**src/design/bsa_pkg.sv**
```systemverilog
// bsa_pkg: shared types and constants of the bitmap slot allocator
`default_nettype none

package bsa_pkg;

  localparam int BASE_SLOTS_DEF     = 64;
  localparam int OVERFLOW_SLOTS_DEF = 64;
  localparam int MAP_W              = 64;  // most slots one bitmap can hold
  localparam int IDX_W              = 6;   // bit index within one bitmap
  localparam int SLOT_W             = 7;   // slot number, overflow slots at 64 and up
  localparam int STATUS_W           = 2;
  localparam int LIVE_W             = 8;

  typedef enum logic {
    FUNC_ACQUIRE = 1'b0,
    FUNC_RELEASE = 1'b1
  } func_t;

  typedef enum logic [STATUS_W-1:0] {
    ST_OK       = 2'd0,
    ST_FULL     = 2'd1,
    ST_NOT_LIVE = 2'd2
  } status_t;

  typedef struct packed {
    func_t             func;
    logic [SLOT_W-1:0] slot;
  } item_t;

  typedef struct packed {
    logic [SLOT_W-1:0] slot_out;
    status_t           status;
    logic              first_overflow;
    logic [LIVE_W-1:0] live_total;
  } result_t;

endpackage

`default_nettype wire

```
**src/design/bsa_if.sv**
```systemverilog
// bsa_if: valid/ready channels for request and response items
`default_nettype none

interface bsa_req_if;
  logic        valid;
  logic        ready;
  logic        func;
  logic [6:0]  slot_in;

  modport source (output valid, output func, output slot_in, input ready);
  modport sink   (input valid, input func, input slot_in, output ready);
endinterface

interface bsa_rsp_if;
  logic        valid;
  logic        ready;
  logic [6:0]  slot_out;
  logic [1:0]  status;
  logic        first_overflow;
  logic [7:0]  live_total;

  modport source (output valid, output slot_out, output status, output first_overflow,
                  output live_total, input ready);
  modport sink   (input valid, input slot_out, input status, input first_overflow,
                  input live_total, output ready);
endinterface

`default_nettype wire

```
**src/design/bitmap_slot_allocator.sv**
```systemverilog
// bitmap_slot_allocator: top level, input register, allocation core, result register
//
//   channel | role | carries
//   --------+------+-----------------------------------------------------
//   req     | sink | func, slot_in              (acquire or release item)
//   rsp     | src  | slot_out, status, first_overflow, live_total
//
// one item per cycle sustained while rsp is ready; an item waits in the input register, then the result register
// the allocation work is one find-first-free pass over each bitmap between the
// input register and the result register, so the state is up to date for the
// very next item
// reset clears both bitmaps, the live count, the warning flag and both valid bits
// a stalled response holds in the result register; the input register takes an
// item while it is empty, or while the result register is free or being emptied
`default_nettype none

module bitmap_slot_allocator #(
  parameter int BASE_SLOTS     = bsa_pkg::BASE_SLOTS_DEF,
  parameter int OVERFLOW_SLOTS = bsa_pkg::OVERFLOW_SLOTS_DEF
) (
  input  wire logic  clk,
  input  wire logic  rst,
  bsa_req_if.sink    req,
  bsa_rsp_if.source  rsp
);

  // input register
  logic              s_valid;
  bsa_pkg::item_t    s_item;

  // result register
  logic              o_valid;
  bsa_pkg::result_t  o_res;

  bsa_pkg::result_t  core_res;
  logic              out_free;
  logic              adv;

  // result register can load when empty or being drained this cycle
  assign out_free  = ~o_valid | rsp.ready;
  assign adv       = s_valid & out_free;
  assign req.ready = ~s_valid | out_free;

  bsa_core #(
    .BASE_SLOTS     (BASE_SLOTS),
    .OVERFLOW_SLOTS (OVERFLOW_SLOTS)
  ) u_core (
    .clk    (clk),
    .rst    (rst),
    .step   (adv),
    .item   (s_item),
    .result (core_res)
  );

  always_ff @(posedge clk) begin
    if (rst) begin
      s_valid <= 1'b0;
    end else if (req.valid && req.ready) begin
      s_valid <= 1'b1;
    end else if (adv) begin
      s_valid <= 1'b0;
    end
  end

  // payload needs no reset
  always_ff @(posedge clk) begin
    if (req.valid && req.ready) begin
      s_item.func <= bsa_pkg::func_t'(req.func);
      s_item.slot <= req.slot_in;
    end
  end

  always_ff @(posedge clk) begin
    if (rst) begin
      o_valid <= 1'b0;
    end else if (adv) begin
      o_valid <= 1'b1;
    end else if (rsp.ready) begin
      o_valid <= 1'b0;
    end
  end

  always_ff @(posedge clk) begin
    if (adv) begin
      o_res <= core_res;
    end
  end

  assign rsp.valid          = o_valid;
  assign rsp.slot_out       = o_res.slot_out;
  assign rsp.status         = o_res.status;
  assign rsp.first_overflow = o_res.first_overflow;
  assign rsp.live_total     = o_res.live_total;

endmodule

`default_nettype wire

```
**src/design/bsa_find_free.sv**
```systemverilog
// bsa_find_free: lowest clear bit of a bitmap, as one-hot and as index
`default_nettype none

module bsa_find_free #(
  parameter int N = bsa_pkg::MAP_W
) (
  input  wire logic [N-1:0]              map,
  output logic                           found,
  output logic [N-1:0]                   onehot,
  output logic [bsa_pkg::IDX_W-1:0]      idx
);

  logic [N-1:0] free;

  // isolate lowest set bit of the free mask
  assign free   = ~map;
  assign onehot = free & (~free + N'(1));
  assign found  = |free;

  always_comb begin
    idx = '0;
    for (int i = 0; i < N; i++) begin
      if (onehot[i]) begin
        idx = idx | bsa_pkg::IDX_W'(i);
      end
    end
  end

endmodule

`default_nettype wire

```
**src/design/bsa_core.sv**
```systemverilog
// bsa_core: allocation state and the per-item update logic
`default_nettype none

module bsa_core #(
  parameter int BASE_SLOTS     = bsa_pkg::BASE_SLOTS_DEF,
  parameter int OVERFLOW_SLOTS = bsa_pkg::OVERFLOW_SLOTS_DEF
) (
  input  wire logic            clk,
  input  wire logic            rst,
  input  wire logic            step,
  input  wire bsa_pkg::item_t  item,
  output bsa_pkg::result_t     result
);

  logic [BASE_SLOTS-1:0]         base_map, base_map_next;
  logic [OVERFLOW_SLOTS-1:0]     overflow_map, overflow_map_next;
  logic [bsa_pkg::LIVE_W-1:0]    live_counter, live_counter_next;
  logic                          warned_flag, warned_flag_next;

  logic                          base_found, ovf_found;
  logic [BASE_SLOTS-1:0]         base_hot;
  logic [OVERFLOW_SLOTS-1:0]     ovf_hot;
  logic [bsa_pkg::IDX_W-1:0]     base_idx, ovf_idx;

  logic [bsa_pkg::MAP_W-1:0]     base_ext, ovf_ext, clr_mask;
  logic [bsa_pkg::IDX_W-1:0]     rel_idx;
  logic                          rel_ovf;

  bsa_find_free #(.N(BASE_SLOTS)) u_base_find (
    .map    (base_map),
    .found  (base_found),
    .onehot (base_hot),
    .idx    (base_idx)
  );

  bsa_find_free #(.N(OVERFLOW_SLOTS)) u_ovf_find (
    .map    (overflow_map),
    .found  (ovf_found),
    .onehot (ovf_hot),
    .idx    (ovf_idx)
  );

  assign rel_ovf  = item.slot[bsa_pkg::SLOT_W-1];
  assign rel_idx  = item.slot[bsa_pkg::IDX_W-1:0];
  assign clr_mask = bsa_pkg::MAP_W'(1) << rel_idx;

  // maps widened to full span; slots past the parameter read as free
  always_comb begin
    base_ext = '0;
    ovf_ext  = '0;
    base_ext[BASE_SLOTS-1:0]     = base_map;
    ovf_ext[OVERFLOW_SLOTS-1:0]  = overflow_map;
  end

  always_comb begin
    base_map_next      = base_map;
    overflow_map_next  = overflow_map;
    live_counter_next  = live_counter;
    warned_flag_next   = warned_flag;
    result.slot_out       = '0;
    result.status         = bsa_pkg::ST_OK;
    result.first_overflow = 1'b0;

    case (item.func)
      bsa_pkg::FUNC_ACQUIRE: begin
        if (base_found) begin
          base_map_next     = base_map | base_hot;
          live_counter_next = live_counter + bsa_pkg::LIVE_W'(1);
          result.slot_out   = {1'b0, base_idx};
        end else if (ovf_found) begin
          overflow_map_next     = overflow_map | ovf_hot;
          live_counter_next     = live_counter + bsa_pkg::LIVE_W'(1);
          result.slot_out       = {1'b1, ovf_idx};
          result.first_overflow = ~warned_flag;
          warned_flag_next      = 1'b1;
        end else begin
          result.status = bsa_pkg::ST_FULL;
        end
      end
      bsa_pkg::FUNC_RELEASE: begin
        if (!rel_ovf && base_ext[rel_idx]) begin
          base_map_next     = base_map & ~clr_mask[BASE_SLOTS-1:0];
          live_counter_next = live_counter - bsa_pkg::LIVE_W'(1);
        end else if (rel_ovf && ovf_ext[rel_idx]) begin
          overflow_map_next = overflow_map & ~clr_mask[OVERFLOW_SLOTS-1:0];
          live_counter_next = live_counter - bsa_pkg::LIVE_W'(1);
        end else begin
          result.status = bsa_pkg::ST_NOT_LIVE;
        end
      end
      default: begin
        result.status = bsa_pkg::ST_OK;
      end
    endcase

    result.live_total = live_counter_next;
  end

  always_ff @(posedge clk) begin
    if (rst) begin
      base_map     <= '0;
      overflow_map <= '0;
      live_counter <= '0;
      warned_flag  <= 1'b0;
    end else if (step) begin
      base_map     <= base_map_next;
      overflow_map <= overflow_map_next;
      live_counter <= live_counter_next;
      warned_flag  <= warned_flag_next;
    end
  end

endmodule

`default_nettype wire

```
**src/flat_wrapper.sv**
```systemverilog
// flat-port wrapper written by rule: the top's interface ports become plain ports
module bitmap_slot_allocator_flat 
#(
  parameter int BASE_SLOTS     = bsa_pkg::BASE_SLOTS_DEF,
  parameter int OVERFLOW_SLOTS = bsa_pkg::OVERFLOW_SLOTS_DEF
)
  (clk, rst, req_valid, req_func, req_slot_in, req_ready, rsp_valid, rsp_slot_out, rsp_status, rsp_first_overflow, rsp_live_total, rsp_ready);
  bsa_req_if req_i ();
  bsa_rsp_if rsp_i ();
  input  wire logic clk;
  input  wire logic rst;
  input wire logic [$bits(req_i.valid)-1:0] req_valid;
  input wire logic [$bits(req_i.func)-1:0] req_func;
  input wire logic [$bits(req_i.slot_in)-1:0] req_slot_in;
  output wire logic [$bits(req_i.ready)-1:0] req_ready;
  output wire logic [$bits(rsp_i.valid)-1:0] rsp_valid;
  output wire logic [$bits(rsp_i.slot_out)-1:0] rsp_slot_out;
  output wire logic [$bits(rsp_i.status)-1:0] rsp_status;
  output wire logic [$bits(rsp_i.first_overflow)-1:0] rsp_first_overflow;
  output wire logic [$bits(rsp_i.live_total)-1:0] rsp_live_total;
  input wire logic [$bits(rsp_i.ready)-1:0] rsp_ready;
  assign req_i.valid = req_valid;
  assign req_i.func = req_func;
  assign req_i.slot_in = req_slot_in;
  assign req_ready = req_i.ready;
  assign rsp_valid = rsp_i.valid;
  assign rsp_slot_out = rsp_i.slot_out;
  assign rsp_status = rsp_i.status;
  assign rsp_first_overflow = rsp_i.first_overflow;
  assign rsp_live_total = rsp_i.live_total;
  assign rsp_i.ready = rsp_ready;
  bitmap_slot_allocator #(.BASE_SLOTS(BASE_SLOTS), .OVERFLOW_SLOTS(OVERFLOW_SLOTS)) u_core (.clk(clk), .rst(rst), .req(req_i), .rsp(rsp_i));
endmodule
```
**config.mk**
```make
export PLATFORM = sky130hd
export DESIGN_NAME = bitmap_slot_allocator_flat
export DESIGN_NICKNAME = d
export VERILOG_FILES = /design/src/design/bsa_pkg.sv /design/src/design/bsa_if.sv /design/src/design/bitmap_slot_allocator.sv /design/src/design/bsa_find_free.sv /design/src/design/bsa_core.sv /design/src/flat_wrapper.sv
export SDC_FILE = /design/constraint.sdc
export NUM_CORES = 1
export LEC_CHECK = 0
export BUFFER_PORTS_ARGS = -buffer_cell sky130_fd_sc_hd__buf_2
export CORE_ASPECT_RATIO = 0.6
export CORE_MARGIN = 10
export CORE_UTILIZATION = 35
export CTS_CLUSTER_DIAMETER = 30
export DETAILED_ROUTE_END_ITERATION = 6
export HOLD_SLACK_MARGIN = 0.05
export PLACE_DENSITY_LB_ADDON = 0.3
export SLEW_MARGIN = 10
export SYNTH_ARGS = -nofsm -noshare
export SYNTH_HDL_FRONTEND = slang
export SYNTH_SLANG_ARGS = --single-unit
```
**constraint.sdc**
```tcl
create_clock -name clk -period 4.15 [get_ports clk]
set_input_delay 0.83 -clock clk [delete_from_list [all_inputs] [get_ports clk]]
set_output_delay 0.83 -clock clk [all_outputs]
set_load 0.05 [all_outputs]
```
==> results.py <==
metrics = {
    "critical_path": {
        "endpoint_kind": "register",
        "startpoint": "u_core.u_core.overflow_map[2]",
        "crit_fanout": 8,
        "cp-start-kind": "register",
        "critPathKind": "reg2reg",
        "r2r_start": "u_core.u_core.overflow_map[2]",
        "required_ns": 4.45,
        "critPathArrivalTime_ns": 4.23,
    },
    "timing": {
        "period_minus_slack_ns": 3.92,
        "timing.final.crit_share_pct": 94.5,
        "fin_tns_setup_ns": 0,
        "skew_ns": 0.0106,
        "final_max_slew_viol_count": 0,
        "finalHoldViolCount": 0,
        "timing.fmax_mhz": 255,
        "slew_headroom_pct": 17.9,
        "setup_viol": 0,
        "whs_ns": 0.475,
        "fin_ws_ns": 0.228,
        "worstMarginPinSlew_ns": 1.23,
        "rsz0062_at_grt": "false",
    },
    "floorplanning": {
        "fp.dieW_um": 250,
        "pin_count": 32,
        "coreArea_um2": 31300,
        "initial_core_util_pct": 35.6,
        "num_rows": 50,
        "die-area_um2": 39600,
        "die_h_um": 158,
    },
    "layout": {
        "finalNonFillerCells": 1849,
        "finalInstanceArea_um2": 12600,
        "multi_input_area_um2": 7020,
        "final_util_pct": 40.3,
        "area_growth_pct": 13.1,
        "fin_nets": 1434,
        "drive_gt1_share_pct": 14.9,
        "regArea_um2": 3560,
        "antenna_cells": 0,
        "n_fill_cell": 3183,
    },
    "synth": {
        "ys.flop_type": "dfxtp_1",
        "syn_nets": 1394,
        "ys.warnings.count": 0,
        "synth_seq_cells": 165,
        "netlist_instances": 1380,
        "netlist_area_um2": 11100,
        "seq_area_frac_synth_pct": 32.0,
        "ys_types": 92,
        "syn_avg_cell_area_um2": 8.07,
        "synth_edf_count": 26,
        "synth-async-reset-ratio_pct": 0,
    },
    "clocking": {
        "clkTransAtPathRegs_ns": 0.07,
        "root_buffer": "clkbuf_16",
        "postCtsSetupRepairBufs": 0,
        "numCtsBuffers": 17,
        "cts_tree": "yes",
        "htreeDepth": 4,
        "worstSkewPairLatency_ns": 0.46,
        "clock_sinks": 165,
        "ctsResizeCount": 0,
        "postCtsHoldBufs": 0,
        "clockBufferDepth": 2,
    },
    "pwr": {
        "power.density_nw_per_um2": 299,
        "finalPower_mw": 3.76,
        "seq_power_share_pct": 44.5,
        "internal-power_mw": 2.71,
        "p_clk_share_pct": 45.5,
        "p_leak_nw": 4.03,
        "comb_power_share_pct": 10.0,
        "p_sw_share_pct": 28.0,
        "ir_drop_v": 0.000336,
        "p_switching_mw": 1.05,
    },
    "route": {
        "viasPerCell": 6.78,
        "drc": 0,
        "wl_um": 52200,
        "firstDrtPassIters": 7,
        "wl_per_cell_um": 28.2,
        "postRouteAntennaNets": 0,
        "drt_iter0_markers": 2213,
        "vias": 12500,
    },
    "grt": {
        "grt_usage_pct": 25.7,
        "grt_pass1_wl_um": 77200,
        "first_global_vias": 11300,
        "grt_max_degree": 55,
        "antenna_found_initial": 1,
        "grt_remaining_overflow": 0,
    },
    "place": {
        "portBuffers": 31,
        "dpl_worst_slack_ns": 0.553,
        "placed_cells": 1817,
        "placed_cell_area_um2": 12000,
        "place.gp.congestion": 1.02,
        "dp_hpwl_um": 39900,
    },
    "run": {
        "timing.max_cap.violations": 0,
    },
    "run_status": {
        "outcome": "complete, no violations",
    },
    "min_path": {
        "min_path_type": "reg2reg",
        "hold_path_startpoint": "u_core.u_core.warned_flag",
    },
}
==> sequential cells by signal, indices dropped and copies added (netlist names) <==
register,cells
u_core.rsp.slot_out,7
u_core.s_valid,1
u_core.u_core.live_counter,8
u_core.u_core.warned_flag,1
u_core.rsp.live_total,8
u_core.rsp.first_overflow,1
u_core.u_core.base_ext,64
u_core.rsp.valid,1
u_core.rsp.status,2
u_core.s_item,8
u_core.u_core.overflow_map,64
==> metal layers <==
layer	GRT usage, %	wire length [um]
met2	32.5	19100
met4	6.23	1100
met1	38.6	23900
met5	0	13
met3	9.91	8080
==> cells by family after synthesis <==
family                   count (synthesis)  share of synthesized area, %
AND/OR/NAND/NOR                        629                          29.6
AO/OA/AOI/OAI                          400                          26.3
flip-flops                             165                          32.0
buffers and inverters                  120                          5.01
multiplexers                            57                          6.30
XOR/XNOR                                 7                         0.550
adder cells (fa/ha/maj)                  2                         0.225
==> area by class of cell <==
class	instances	share of cell area, %
clock inverter	10	0.854
tap	416	4.13
multi-input combinational	1095	55.7
sequential	165	28.3
clock buffer	22	4.10
timing repair buffer	107	5.88
inverter	34	1.01
==> cell usage after synthesis (all sizes together) (5+ instances only) <==
cell,n,area [um2]
and3,32,200
mux4,10,225
mux2i,42,420
o311ai,12,105
a211oi,67,623
a22oi,17,128
nor3b,6,45.0
and2,13,81.3
xor2,6,52.6
nor2b,20,125
o21a,5,37.5
nand3,88,445
buf,33,231
edfxtp,26,781
nand3b,5,37.5
nand4b,6,52.6
nor3,52,275
a21oi,76,384
nand4,42,263
or2,11,68.8
o32ai,6,52.6
a31oi,26,178
nor4,24,186
a221oi,10,87.6
a32o,6,60.1
nor2,132,534
o211ai,10,80.1
clkbuf,53,199
mux2,5,56.3
o21ai,67,339
o41ai,6,52.6
and4,17,149
dfxtp,139,2780
o31ai,14,124
o2111ai,5,43.8
nand2,128,480
or3,27,174
nand2b,18,113
inv,33,124
o22ai,11,68.8
a311oi,7,78.8
a41oi,6,52.6
o221ai,5,43.8
a21boi,6,45.0
==> power by group through the flow <==
stage,clock (mW),sequential (mW),combinational (mW)
after floorplan,0,1.73,0.213
after global placement,0,1.71,0.362
after detailed placement,0,1.71,0.363
after CTS,1.72,1.67,0.364
after global routing,1.79,1.67,0.390
final,1.71,1.67,0.376
==> layout by cell type, fill, tap and decap left out, types with 9 or more instances in the layout <==
cell type  synthesis  routed
o211ai_1           9       9
nor3_1            49      49
dfxtp_1          139     139
mux4_2            10      10
nand4_1           42      42
clkbuf_16          0      19
nor2_1           128     128
buf_2             17      30
or3_1             26      26
o21ai_1            9       9
nand2b_1          18      18
o22ai_1           11      11
and4_1            17      17
o21ai_0           57      57
and2_1            13      13
a211oi_2          24      24
and3_1            32      32
or2_2              9       9
nor2b_1           20      20
a22oi_1           17      17
o31ai_1           12      12
mux2i_1           42      42
a211oi_1          43      43
a31oi_1           25      25
nand3_1           87      87
a221oi_1          10      10
buf_4              7      76
a21oi_1           75      75
edfxtp_1          26      26
inv_1             33      33
nand2_1          128     128
nor4_1            21      21
==> critical path: stages (launching register included) <==
cell	delay [ns]
dfxtp_1	0.46
nand4_1	0.36
or3_1	0.59
nor4_4	0.50
nand2_1	0.31
nor3_1	0.56
buf_4	0.23
a31oi_1	0.11
o211ai_1	0.27
nor3_1	0.20
o2bb2ai_1	0.16
==> worst paths after layout <==
path	end	slack [ns]	cells after the start
max	u_core.rsp.slot_out[2]	0.23	10
min	u_core.u_core.warned_flag	0.47	2
max reg2reg	u_core.rsp.slot_out[2]	0.23	10
min reg2reg	u_core.u_core.warned_flag	0.47	2
Note: power is estimated with default switching activity, not from simulation.
